$ cat config.mk
export PLATFORM = sky130hd
export DESIGN_NAME = emg_activity_boundary_marker_flat
export DESIGN_NICKNAME = d
export VERILOG_FILES = /design/src/rtl/eabm_pkg.sv /design/src/rtl/eabm_if.sv /design/src/rtl/eabm_ctrl.sv /design/src/rtl/eabm_dp.sv /design/src/rtl/emg_activity_boundary_marker.sv /design/src/flat_wrapper.sv
export SDC_FILE = /design/constraint.sdc
export NUM_CORES = 2
export LEC_CHECK = 0
export BUFFER_PORTS_ARGS = -buffer_cell sky130_fd_sc_hd__buf_2
export CAP_MARGIN = 20
export CORE_ASPECT_RATIO = 1.1
export CORE_MARGIN = 4
export CORE_UTILIZATION = 30
export CTS_CLUSTER_DIAMETER = 150
export CTS_CLUSTER_SIZE = 30
export DETAILED_ROUTE_END_ITERATION = 12
export GPL_TIMING_DRIVEN = 1
export PLACE_DENSITY = 0.45
export SYNTH_ARGS = -nofsm -noshare
export SYNTH_HDL_FRONTEND = slang
export SYNTH_SLANG_ARGS = --single-unit
$ cat constraint.sdc
create_clock -name i_clk -period 7.2 [get_ports i_clk]
set_input_delay 1.44 -clock i_clk [delete_from_list [all_inputs] [get_ports i_clk]]
set_output_delay 1.44 -clock i_clk [all_outputs]
set_load 0.02 [all_outputs]
$ cat src/rtl/eabm_pkg.sv
// Shared constants and types for the EMG activity boundary marker.
// No dependencies; read by the interfaces and by every module of the block.
package eabm_pkg;

    localparam int MAX_HALF_WINDOW = 16;
    localparam int SAMPLE_BITS     = 16;
    localparam int THRESH_BITS     = 15;
    localparam int HW_FIELD_BITS   = 5;
    localparam int CFG_DATA_BITS   = 15;
    localparam int CFG_IDX_BITS    = 1;

    // window, doubled window, history distance
    localparam int WIN_BITS    = $clog2(MAX_HALF_WINDOW + 1);
    localparam int OFF_BITS    = WIN_BITS + 1;
    localparam int DIST_BITS   = $clog2(4 * MAX_HALF_WINDOW + 1);
    localparam int HIST_DEPTH  = 4 * MAX_HALF_WINDOW + 1;
    localparam int ADDR_BITS   = DIST_BITS;
    localparam int MEM_DEPTH   = 2 ** ADDR_BITS;

    localparam int COUNT_BITS  = 7;
    localparam logic [COUNT_BITS-1:0] COUNT_LIMIT = {COUNT_BITS{1'b1}};

    // magnitude compare width: holds any sample difference and twice the threshold
    localparam int MAG_BITS = ((SAMPLE_BITS > THRESH_BITS) ? SAMPLE_BITS : THRESH_BITS) + 2;

    localparam logic [CFG_IDX_BITS-1:0] CFG_THRESHOLD   = 1'b0;
    localparam logic [CFG_IDX_BITS-1:0] CFG_HALF_WINDOW = 1'b1;

    typedef enum logic [2:0] {
        S_IDLE,
        S_PLAN,
        S_SEL,
        S_RD0,
        S_RD1,
        S_PAIR,
        S_WAIT,
        S_EMIT
    } t_ctrl_state;

    // what a history read beat carries
    typedef enum logic [1:0] {
        TAG_NONE,
        TAG_CENTRE,
        TAG_OUTER,
        TAG_PAIR
    } t_rd_tag;

    typedef struct packed {
        logic                 push;
        t_rd_tag              tag;
        logic [DIST_BITS-1:0] dist_a;
        logic [DIST_BITS-1:0] dist_b;
        logic                 clr_hit;
        logic                 emit;
        logic                 judged;
        logic                 last;
        logic                 step_end;
    } t_cmd;

    typedef struct packed {
        logic [COUNT_BITS-1:0] count;
        logic [WIN_BITS-1:0]   win;
        logic                  fin;
        logic                  out_space;
    } t_status;

endpackage

$ cat src/rtl/eabm_if.sv
// Channel interfaces: sample stream in, result stream out, register writes.
// Depends on eabm_pkg for field widths.
interface eabm_smp_if;
    logic                                 valid;
    logic                                 ready;
    logic signed [eabm_pkg::SAMPLE_BITS-1:0] sample;
    logic                                 final_sample;

    modport source (output valid, output sample, output final_sample, input ready);
    modport sink   (input valid, input sample, input final_sample, output ready);
endinterface

interface eabm_res_if;
    logic valid;
    logic ready;
    logic boundary;
    logic last_mark;
    logic short_record;

    modport source (output valid, output boundary, output last_mark, output short_record,
                    input ready);
    modport sink   (input valid, input boundary, input last_mark, input short_record,
                    output ready);
endinterface

interface eabm_cfg_if;
    logic                                 valid;
    logic                                 ready;
    logic [eabm_pkg::CFG_IDX_BITS-1:0]    index;
    logic [eabm_pkg::CFG_DATA_BITS-1:0]   data;

    modport source (output valid, output index, output data, input ready);
    modport sink   (input valid, input index, input data, output ready);
endinterface

$ cat src/rtl/eabm_ctrl.sv
// Sequencer: walks each sample's judgements and window pair reads.
// Depends on eabm_pkg (state, command and status types).
module eabm_ctrl (
    input  logic               i_clk,
    input  logic               i_rst_n,
    input  logic               i_in_valid,
    output logic               o_in_ready,
    input  eabm_pkg::t_status  i_sts,
    output eabm_pkg::t_cmd     o_cmd
);

    eabm_pkg::t_ctrl_state r_state, n_state;
    logic [eabm_pkg::OFF_BITS-1:0] r_off, n_off;
    logic [eabm_pkg::OFF_BITS-1:0] r_m, n_m;
    logic r_judged, n_judged;

    logic [eabm_pkg::OFF_BITS-1:0]   w2;
    logic [eabm_pkg::COUNT_BITS-1:0] off_c, w2_c, gap;
    logic head, tail, skip, more, no_result, last_pair;
    logic [eabm_pkg::OFF_BITS-1:0]   pair_cnt, first_off;
    logic [eabm_pkg::DIST_BITS-1:0]  d_off, d_m, d_w;

    assign w2    = {i_sts.win, 1'b0};
    assign off_c = eabm_pkg::COUNT_BITS'(r_off);
    assign w2_c  = eabm_pkg::COUNT_BITS'(w2);
    assign gap   = i_sts.count - off_c;
    assign head  = gap < w2_c;
    assign tail  = i_sts.fin && (r_off < w2);
    // first and final samples of a record are never judged
    assign skip  = (off_c == i_sts.count) || (r_off == '0);
    assign more  = i_sts.fin && (r_off != '0);
    assign no_result = !i_sts.fin && (i_sts.count < w2_c);
    assign first_off = (i_sts.count < w2_c) ? eabm_pkg::OFF_BITS'(i_sts.count) : w2;

    always_comb begin
        if (tail) begin
            pair_cnt = w2;
        end else if (head) begin
            pair_cnt = (r_off < w2) ? r_off : w2;
        end else begin
            pair_cnt = eabm_pkg::OFF_BITS'(i_sts.win);
        end
    end

    assign last_pair = (r_m == pair_cnt);
    assign d_off = eabm_pkg::DIST_BITS'(r_off);
    assign d_m   = eabm_pkg::DIST_BITS'(r_m);
    assign d_w   = eabm_pkg::DIST_BITS'(i_sts.win);

    always_ff @(posedge i_clk) begin
        if (!i_rst_n) begin
            r_state  <= eabm_pkg::S_IDLE;
            r_off    <= '0;
            r_m      <= eabm_pkg::OFF_BITS'(1);
            r_judged <= 1'b0;
        end else begin
            r_state  <= n_state;
            r_off    <= n_off;
            r_m      <= n_m;
            r_judged <= n_judged;
        end
    end

    // next state
    always_comb begin
        n_state = r_state;
        case (r_state)
            eabm_pkg::S_IDLE: begin
                if (i_in_valid) n_state = eabm_pkg::S_PLAN;
            end
            eabm_pkg::S_PLAN: begin
                n_state = no_result ? eabm_pkg::S_IDLE : eabm_pkg::S_SEL;
            end
            eabm_pkg::S_SEL: begin
                n_state = skip ? eabm_pkg::S_EMIT : eabm_pkg::S_RD0;
            end
            eabm_pkg::S_RD0:  n_state = eabm_pkg::S_RD1;
            eabm_pkg::S_RD1:  n_state = eabm_pkg::S_PAIR;
            eabm_pkg::S_PAIR: begin
                if (last_pair) n_state = eabm_pkg::S_WAIT;
            end
            eabm_pkg::S_WAIT: n_state = eabm_pkg::S_EMIT;
            eabm_pkg::S_EMIT: begin
                if (i_sts.out_space) n_state = more ? eabm_pkg::S_SEL : eabm_pkg::S_IDLE;
            end
            default: n_state = eabm_pkg::S_IDLE;
        endcase
    end

    // loop counters
    always_comb begin
        n_off    = r_off;
        n_m      = r_m;
        n_judged = r_judged;
        case (r_state)
            eabm_pkg::S_PLAN: n_off = i_sts.fin ? first_off : w2;
            eabm_pkg::S_SEL:  n_judged = !skip;
            eabm_pkg::S_RD1:  n_m = eabm_pkg::OFF_BITS'(1);
            eabm_pkg::S_PAIR: begin
                if (!last_pair) n_m = r_m + eabm_pkg::OFF_BITS'(1);
            end
            eabm_pkg::S_EMIT: begin
                if (i_sts.out_space && more) n_off = r_off - eabm_pkg::OFF_BITS'(1);
            end
            default: ;
        endcase
    end

    // commands
    always_comb begin
        o_in_ready = 1'b0;
        o_cmd      = '0;
        o_cmd.tag  = eabm_pkg::TAG_NONE;
        case (r_state)
            eabm_pkg::S_IDLE: begin
                o_in_ready = 1'b1;
                o_cmd.push = i_in_valid;
            end
            eabm_pkg::S_PLAN: o_cmd.step_end = no_result;
            eabm_pkg::S_RD0: begin
                o_cmd.tag     = eabm_pkg::TAG_CENTRE;
                o_cmd.dist_a  = d_off;
                o_cmd.dist_b  = d_off + eabm_pkg::DIST_BITS'(1);
                o_cmd.clr_hit = 1'b1;
            end
            eabm_pkg::S_RD1: begin
                o_cmd.tag    = eabm_pkg::TAG_OUTER;
                o_cmd.dist_a = d_off - eabm_pkg::DIST_BITS'(1);
            end
            eabm_pkg::S_PAIR: begin
                o_cmd.tag = eabm_pkg::TAG_PAIR;
                if (tail) begin
                    o_cmd.dist_a = d_off;
                    o_cmd.dist_b = d_off + d_m;
                end else if (head) begin
                    o_cmd.dist_a = d_off;
                    o_cmd.dist_b = d_off - d_m;
                end else begin
                    // symmetric pair about the centre sample
                    o_cmd.dist_a = d_off + d_m - eabm_pkg::DIST_BITS'(1) - d_w;
                    o_cmd.dist_b = d_off + d_w + eabm_pkg::DIST_BITS'(1) - d_m;
                end
            end
            eabm_pkg::S_EMIT: begin
                if (i_sts.out_space) begin
                    o_cmd.emit     = 1'b1;
                    o_cmd.judged   = r_judged;
                    o_cmd.last     = i_sts.fin && (r_off == '0);
                    o_cmd.step_end = !more;
                end
            end
            default: ;
        endcase
    end

`ifndef SYNTHESIS
    a_emit_stall_holds: assert property (@(posedge i_clk) disable iff (!i_rst_n)
        (r_state == eabm_pkg::S_EMIT && !i_sts.out_space)
        |=> (r_state == eabm_pkg::S_EMIT && $stable(r_off)))
        else $error("emit stall lost its place");
    a_off_in_window: assert property (@(posedge i_clk) disable iff (!i_rst_n)
        (r_state != eabm_pkg::S_IDLE && r_state != eabm_pkg::S_PLAN) |-> (r_off <= w2))
        else $error("offset beyond doubled window");
    a_pair_count: assert property (@(posedge i_clk) disable iff (!i_rst_n)
        (r_state == eabm_pkg::S_PAIR) |-> (r_m != '0 && r_m <= pair_cnt))
        else $error("pair index out of range");
`endif

endmodule

$ cat src/rtl/eabm_dp.sv
// Datapath: config registers, sample history memory, judge accumulators,
// activity flag and result register. Depends on eabm_pkg and eabm_if.
module eabm_dp (
    input  logic                                    i_clk,
    input  logic                                    i_rst_n,
    input  logic signed [eabm_pkg::SAMPLE_BITS-1:0] i_sample,
    input  logic                                    i_final_sample,
    eabm_cfg_if.sink                                i_cfg,
    eabm_res_if.source                              o_res,
    input  eabm_pkg::t_cmd                          i_cmd,
    output eabm_pkg::t_status                       o_sts
);

    logic [eabm_pkg::THRESH_BITS-1:0]   r_threshold;
    logic [eabm_pkg::HW_FIELD_BITS-1:0] r_half_window;
    logic [eabm_pkg::WIN_BITS-1:0]      win;

    logic signed [eabm_pkg::SAMPLE_BITS-1:0] r_hist [eabm_pkg::MEM_DEPTH];
    logic [eabm_pkg::ADDR_BITS-1:0] r_wp, wr_addr, rd_addr_a, rd_addr_b;
    logic signed [eabm_pkg::SAMPLE_BITS-1:0] r_rd_a, r_rd_b, data_a, data_b;
    logic r_va, r_vb;
    eabm_pkg::t_rd_tag r_tag;

    logic signed [eabm_pkg::SAMPLE_BITS-1:0] r_x, r_pin, r_pout;
    logic r_hit;

    logic [eabm_pkg::COUNT_BITS-1:0] r_count, short_lim;
    logic r_fin, r_prev_active;
    logic r_out_valid, r_boundary, r_last, r_short;

    logic signed [eabm_pkg::MAG_BITS-1:0] pdiff, x_ext;
    logic [eabm_pkg::MAG_BITS-1:0] pmag, xmag, thr_e, thr2_e;
    logic pair_hit, big, mono, active, mark, out_space;

    // ---- configuration
    assign i_cfg.ready = 1'b1;

    always_ff @(posedge i_clk) begin
        if (!i_rst_n) begin
            r_threshold   <= '0;
            r_half_window <= eabm_pkg::HW_FIELD_BITS'(1);
        end else if (i_cfg.valid) begin
            case (i_cfg.index)
                eabm_pkg::CFG_THRESHOLD:
                    r_threshold <= i_cfg.data[eabm_pkg::THRESH_BITS-1:0];
                eabm_pkg::CFG_HALF_WINDOW:
                    r_half_window <= i_cfg.data[eabm_pkg::HW_FIELD_BITS-1:0];
                default: ;
            endcase
        end
    end

    always_comb begin
        if (r_half_window == '0) begin
            win = eabm_pkg::WIN_BITS'(1);
        end else if (int'(r_half_window) > eabm_pkg::MAX_HALF_WINDOW) begin
            win = eabm_pkg::WIN_BITS'(eabm_pkg::MAX_HALF_WINDOW);
        end else begin
            win = eabm_pkg::WIN_BITS'(r_half_window);
        end
    end

    // ---- history: circular buffer, newest at r_wp, read by distance
    assign wr_addr   = r_wp + eabm_pkg::ADDR_BITS'(1);
    assign rd_addr_a = r_wp - i_cmd.dist_a;
    assign rd_addr_b = r_wp - i_cmd.dist_b;

    always_ff @(posedge i_clk) begin
        if (i_cmd.push) r_hist[wr_addr] <= i_sample;
        r_rd_a <= r_hist[rd_addr_a];
        r_rd_b <= r_hist[rd_addr_b];
    end

    always_ff @(posedge i_clk) begin
        if (!i_rst_n) begin
            r_wp  <= '0;
            r_tag <= eabm_pkg::TAG_NONE;
            r_va  <= 1'b0;
            r_vb  <= 1'b0;
        end else begin
            if (i_cmd.push) r_wp <= wr_addr;
            r_tag <= i_cmd.tag;
            // entries older than the record start read as zero
            r_va  <= i_cmd.dist_a <= r_count;
            r_vb  <= i_cmd.dist_b <= r_count;
        end
    end

    assign data_a = r_va ? r_rd_a : '0;
    assign data_b = r_vb ? r_rd_b : '0;

    // ---- judge
    assign thr_e  = eabm_pkg::MAG_BITS'(r_threshold);
    assign thr2_e = eabm_pkg::MAG_BITS'({r_threshold, 1'b0});

    assign pdiff    = eabm_pkg::MAG_BITS'(data_a) - eabm_pkg::MAG_BITS'(data_b);
    assign pmag     = pdiff[eabm_pkg::MAG_BITS-1] ? eabm_pkg::MAG_BITS'(-pdiff)
                                                  : eabm_pkg::MAG_BITS'(pdiff);
    assign pair_hit = pmag > thr2_e;

    always_ff @(posedge i_clk) begin
        case (r_tag)
            eabm_pkg::TAG_CENTRE: begin
                r_x   <= data_a;
                r_pin <= data_b;
            end
            eabm_pkg::TAG_OUTER: r_pout <= data_a;
            eabm_pkg::TAG_PAIR: begin
                if (pair_hit) r_hit <= 1'b1;
            end
            default: ;
        endcase
        if (i_cmd.clr_hit) r_hit <= 1'b0;
    end

    assign x_ext  = eabm_pkg::MAG_BITS'(r_x);
    assign xmag   = x_ext[eabm_pkg::MAG_BITS-1] ? eabm_pkg::MAG_BITS'(-x_ext)
                                                : eabm_pkg::MAG_BITS'(x_ext);
    assign big    = xmag > thr_e;
    // strictly rising or falling through the centre sample
    assign mono   = ((r_x > r_pin) && (r_pout > r_x)) || ((r_x < r_pin) && (r_pout < r_x));
    assign active = big || mono || ((r_x != '0) && r_hit);
    assign mark   = i_cmd.judged && (active != r_prev_active);

    // ---- record state
    assign short_lim = eabm_pkg::COUNT_BITS'({win, 2'b00}) + eabm_pkg::COUNT_BITS'(1);

    always_ff @(posedge i_clk) begin
        if (!i_rst_n) begin
            r_fin         <= 1'b0;
            r_count       <= '0;
            r_prev_active <= 1'b0;
        end else begin
            if (i_cmd.push) r_fin <= i_final_sample;
            if (i_cmd.step_end && r_fin) begin
                r_count       <= '0;
                r_prev_active <= 1'b0;
            end else begin
                if (i_cmd.step_end && r_count != eabm_pkg::COUNT_LIMIT) begin
                    r_count <= r_count + eabm_pkg::COUNT_BITS'(1);
                end
                if (i_cmd.emit && i_cmd.judged) r_prev_active <= active;
            end
        end
    end

    // ---- result register
    assign out_space = !r_out_valid || o_res.ready;

    always_ff @(posedge i_clk) begin
        if (!i_rst_n) begin
            r_out_valid <= 1'b0;
        end else if (i_cmd.emit) begin
            r_out_valid <= 1'b1;
        end else if (o_res.ready) begin
            r_out_valid <= 1'b0;
        end
    end

    always_ff @(posedge i_clk) begin
        if (i_cmd.emit) begin
            r_boundary <= mark;
            r_last     <= i_cmd.last;
            r_short    <= r_fin && (r_count < short_lim);
        end
    end

    assign o_res.valid        = r_out_valid;
    assign o_res.boundary     = r_boundary;
    assign o_res.last_mark    = r_last;
    assign o_res.short_record = r_short;

    assign o_sts.count     = r_count;
    assign o_sts.win       = win;
    assign o_sts.fin       = r_fin;
    assign o_sts.out_space = out_space;

endmodule

$ cat src/rtl/emg_activity_boundary_marker.sv
// EMG activity boundary marker, top level. Each sample passes accept and plan, and one that
// yields no result takes just those. A judged result adds select, centre and outer reads,
// P pair compares (P = up to 2w under edge rules or w in the middle, one pair a cycle over
// the two-read-port history memory), wait and emit; an unjudged one adds select and emit.
// A final sample emits up to 2w+1 results. Synchronous active-low reset clears control and
// state registers but not data; history is hidden by the fill count, so no clearing pass.
module emg_activity_boundary_marker (
    input  logic        i_clk,
    input  logic        i_rst_n,
    eabm_smp_if.sink    i_smp,
    eabm_res_if.source  o_res,
    eabm_cfg_if.sink    i_cfg
);

    eabm_pkg::t_cmd    cmd;
    eabm_pkg::t_status sts;
    logic              in_ready;

    assign i_smp.ready = in_ready;

    eabm_ctrl u_ctrl (
        .i_clk      (i_clk),
        .i_rst_n    (i_rst_n),
        .i_in_valid (i_smp.valid),
        .o_in_ready (in_ready),
        .i_sts      (sts),
        .o_cmd      (cmd)
    );

    eabm_dp u_dp (
        .i_clk          (i_clk),
        .i_rst_n        (i_rst_n),
        .i_sample       (i_smp.sample),
        .i_final_sample (i_smp.final_sample),
        .i_cfg          (i_cfg),
        .o_res          (o_res),
        .i_cmd          (cmd),
        .o_sts          (sts)
    );

endmodule
$ cat src/flat_wrapper.sv
// flat-port wrapper written by rule: the top's interface ports become plain ports
module emg_activity_boundary_marker_flat 
  (i_clk, i_rst_n, i_smp_valid, i_smp_sample, i_smp_final_sample, i_smp_ready, o_res_valid, o_res_boundary, o_res_last_mark, o_res_short_record, o_res_ready, i_cfg_valid, i_cfg_index, i_cfg_data, i_cfg_ready);
  eabm_smp_if i_smp_i ();
  eabm_res_if o_res_i ();
  eabm_cfg_if i_cfg_i ();
  input  logic i_clk;
  input  logic i_rst_n;
  input wire logic [$bits(i_smp_i.valid)-1:0] i_smp_valid;
  input wire logic [$bits(i_smp_i.sample)-1:0] i_smp_sample;
  input wire logic [$bits(i_smp_i.final_sample)-1:0] i_smp_final_sample;
  output wire logic [$bits(i_smp_i.ready)-1:0] i_smp_ready;
  output wire logic [$bits(o_res_i.valid)-1:0] o_res_valid;
  output wire logic [$bits(o_res_i.boundary)-1:0] o_res_boundary;
  output wire logic [$bits(o_res_i.last_mark)-1:0] o_res_last_mark;
  output wire logic [$bits(o_res_i.short_record)-1:0] o_res_short_record;
  input wire logic [$bits(o_res_i.ready)-1:0] o_res_ready;
  input wire logic [$bits(i_cfg_i.valid)-1:0] i_cfg_valid;
  input wire logic [$bits(i_cfg_i.index)-1:0] i_cfg_index;
  input wire logic [$bits(i_cfg_i.data)-1:0] i_cfg_data;
  output wire logic [$bits(i_cfg_i.ready)-1:0] i_cfg_ready;
  assign i_smp_i.valid = i_smp_valid;
  assign i_smp_i.sample = i_smp_sample;
  assign i_smp_i.final_sample = i_smp_final_sample;
  assign i_smp_ready = i_smp_i.ready;
  assign o_res_valid = o_res_i.valid;
  assign o_res_boundary = o_res_i.boundary;
  assign o_res_last_mark = o_res_i.last_mark;
  assign o_res_short_record = o_res_i.short_record;
  assign o_res_i.ready = o_res_ready;
  assign i_cfg_i.valid = i_cfg_valid;
  assign i_cfg_i.index = i_cfg_index;
  assign i_cfg_i.data = i_cfg_data;
  assign i_cfg_ready = i_cfg_i.ready;
  emg_activity_boundary_marker u_core (.i_clk(i_clk), .i_rst_n(i_rst_n), .i_smp(i_smp_i), .o_res(o_res_i), .i_cfg(i_cfg_i));
endmodule
==> results.py <==
metrics = {
    "floorplan": {
        "die_w_um": 576,
        "rows": 229,
        "start_util_pct": 30.1,
        "die-area_um2": 365000,
        "die_y_um": 633,
        "core-area_um2": 354000,
        "ios": 44,
    },
    "sta": {
        "slew-limit-headroom_pct": 19.0,
        "tightest_slew_ns": 1.21,
        "hold_violations": 0,
        "fin_tns_setup_ns": 0,
        "finalSetupViolations": 0,
        "finalCriticalPeriod_ns": 6.95,
        "fmaxAchievable_ghz": 0.144,
        "holdWs_ns": 0.463,
        "drv_slew": 0,
        "fin_worst_skew_ns": 0.0912,
        "finalCritPeriodShare_pct": 96.5,
        "rsz0062_at_grt": "no",
    },
    "logic_synthesis": {
        "syn_inst": 5844,
        "syn_nets": 6055,
        "synth_area_per_cell_um2": 18.2,
        "yosysUniqueCellTypes": 87,
        "yosysSeqAreaShare_pct": 60.9,
        "synth_area_um2": 106000,
        "ys_ff_latch": 2189,
        "yosysWarnings": 0,
        "synthArstFlopShare_pct": 0,
        "ys_dominant_reg_cell": "edfxtp_1",
        "synth-edff-count": 2099,
    },
    "clock_tree": {
        "hold_buffers": 0,
        "cts.sink_count": 2189,
        "htreeDepth": 3,
        "cts_tree": "yes",
        "insertion_delay_ns": 0.82,
        "clkTransAtPathRegs_ns": 0.14,
        "clock_path_buffers": 3,
        "cts-root-buf": "clkbuf_16",
        "cts_made_buffers": 84,
    },
    "placement": {
        "port_buffers": 42,
        "place_hpwl_um": 240000,
        "place_congestion": 0.908,
    },
    "global_routing": {
        "grt_pass1_vias": 61600,
        "grt_max_degree": 97,
        "grt_util_all_layers_pct": 19.9,
        "antenna_found_initial": 13,
        "grt-ovfl-total": 0,
        "grt_pass1_wl_um": 511000,
    },
    "critical_path": {
        "rr_worst_depth": 24,
        "end_kind": "flop",
        "rrSetupSlack_ns": 0.25,
        "rr_endpoint": "u_core.u_dp.r_rd_b[13]",
        "crit_required_ns": 7.94,
        "cp.arrival_ns": 7.68,
        "path_max_fanout": 45,
        "reg2reg_from": "u_core.u_dp.r_count[1]",
        "criticalPathCategory": "flop to flop",
        "worstSetupStartpointType": "flop",
    },
    "final_layout": {
        "layout_commonest_cell": "edfxtp_1",
        "nets": 6113,
        "drive_above_1_share_pct": 31.9,
        "syn_to_final_growth_pct": 11.0,
        "fill_cells": 33600,
        "final_cell_mix": "edfxtp_1 (2099), mux4_2 (1217), nand2_1 (384)",
    },
    "outcome": {
        "outcome": "complete, no violations",
    },
    "worst_hold_path": {
        "holdPathStages": 2,
        "min_from": "u_core.u_dp.r_threshold[12]",
        "hold_end": "u_core.u_dp.r_threshold[12]",
        "hp-class": "flop to flop",
    },
    "routing": {
        "via_per_inst": 5.64,
        "wl_per_cell_um": 34.8,
        "wl_um": 371000,
        "dr.pass1.iters": 6,
        "drc_errors": 0,
        "drt_iter0_drc": 6972,
        "detail-route-antenna-nets": 0,
        "vias": 60200,
    },
    "run": {
        "drv_cap": 0,
    },
}
## logic make-up (layout without fill, tap and decap cells)
kind of cell | count (synthesis) | in the layout | share of synthesized area (%)
compound gates | 639 | 639 | 4.00
xor+xnor | 96 | 96 | 0.790
fa+ha+maj | 173 | 173 | 2.12
buf+inv | 550 | 640 | 2.03
flops | 2189 | 2189 | 60.9
mux | 1272 | 1272 | 26.3
other cells | 1 | 6 | 0.00352
simple gates | 924 | 924 | 3.92
## synth_stat cells, drive strengths merged, types with 20 or more instances
cell | n | share of area, %
edfxtp | 2099 | 59
mux4 | 1217 | 26
nand2 | 391 | 1.4
clkbuf | 265 | 0.93
nor2 | 219 | 0.77
a21oi | 163 | 0.77
ha | 161 | 1.9
inv | 144 | 0.51
buf | 141 | 0.59
o21ai | 120 | 0.57
nand3 | 98 | 0.47
dfxtp | 90 | 1.7
o22ai | 86 | 0.51
xnor2 | 75 | 0.62
nor2b | 61 | 0.37
mux2i | 54 | 0.51
a211oi | 37 | 0.26
o221ai | 35 | 0.29
a21o | 30 | 0.21
and2 | 29 | 0.17
and3 | 27 | 0.16
a31oi | 26 | 0.15
nor3 | 25 | 0.12
xor2 | 21 | 0.17
nand4 | 20 | 0.12
## final cells by class
class | instances | area [um2] | area share (%)
Multi-Input combinational cell | 3105 | 40600 | 34.4
Timing Repair Buffer | 378 | 3880 | 3.29
Sequential cell | 2189 | 64800 | 54.9
Inverter | 144 | 541 | 0.457
Antenna cell | 5 | 12.5 | 0.0106
Clock buffer | 107 | 2190 | 1.85
Clock inverter | 11 | 186 | 0.158
Tap cell | 4735 | 5920 | 5.01
## what timing repair did
item                                    4_1_cts  5_1_grt
gates resized for setup                       0       21
hold endpoints to repair                      0        0
buffers inserted                              0        3
endpoints found under the setup margin        0       17
## worst max path at each step
stage / startpoint / endpoint / slack (ns) / cells past startpoint
final: u_core.u_dp.r_count[1] / u_core.u_dp.r_rd_b[13] / 0.25 / 24
after global routing: u_core.u_dp.r_count[0] / u_core.u_dp.r_rd_b[8] / 0.001 / 24
after CTS: u_core.u_dp.r_count[1] / u_core.u_dp.r_rd_a[7] / 0.05 / 26
after detailed placement: u_core.u_dp.r_count[1] / u_core.u_dp.r_rd_a[7] / 0.10 / 26
after global placement: u_core.u_dp.r_count[1] / u_core.u_dp.r_rd_a[7] / 0.04 / 26
after floorplan: u_core.u_ctrl.r_off[1] / u_core.u_dp.r_rd_a[14] / 0.52 / 29
## worst max-delay path, cell delays in order, from the launching register on
cell	delay, ns
dfxtp_1	0.48
ha_1	0.30
a21o_1	0.18
a21oi_1	0.22
o21bai_1	0.09
a21oi_1	0.17
xnor2_1	0.15
ha_1	0.30
o2111a_1	0.19
a221oi_4	0.30
nand3_2	0.11
nand2_1	0.13
buf_4	0.20
a21oi_1	0.09
a22oi_1	0.22
inv_1	0.13
ha_4	0.18
fa_4	0.90
buf_12	0.27
buf_12	0.34
mux4_2	0.37
mux4_2	0.59
o22ai_1	0.60
o41ai_2	0.10
buf_4	0.15
## state kept, by name (all words and copies together) (netlist names), 2 cells and up
signal                     flops
u_core.u_dp.r_pout            16
u_core.u_dp.r_tag              2
u_core.u_dp.r_count            7
u_core.u_dp.r_threshold       15
u_core.u_dp.r_rd_a            16
u_core.u_ctrl.r_off            6
u_core.u_dp.r_rd_b            16
u_core.u_dp.r_pin             16
u_core.u_dp.r_x               16
u_core.u_ctrl.r_state          3
u_core.u_dp.r_hist          2048
u_core.u_dp.r_wp               7
u_core.u_dp.r_half_window      5
u_core.u_ctrl.r_m              6
## per-stage QoR
| step | instance area, um2 | utilization, % | setup slack [ns] | std cells |
|---|---|---|---|---|
| CTS | 118000 | 33.4 | 0.0463 | 10700 |
| global placement | 116000 | 32.7 | 0.0365 | 10500 |
| floorplan | 106000 | - | 0.515 | 5844 |
| global route | 118000 | 33.4 | 0.00134 | 10700 |
| finish | 118000 | 33.4 | 0.254 | 10700 |
| detailed placement | 116000 | 32.7 | 0.105 | 10500 |
## routing by layer
layer  share of wire (%)  routed length (um)  global-route usage, %
met2                  49              181000                   33.4
met3                 6.0               22400                   2.80
met1                  42              155000                   26.9
met5              0.0073                  27                      0
met4                 3.5               13200                   6.05
Power is left out: the tool's default activity adds up to more than one toggle a clock period on the data nets, which glitch-free logic cannot reach.
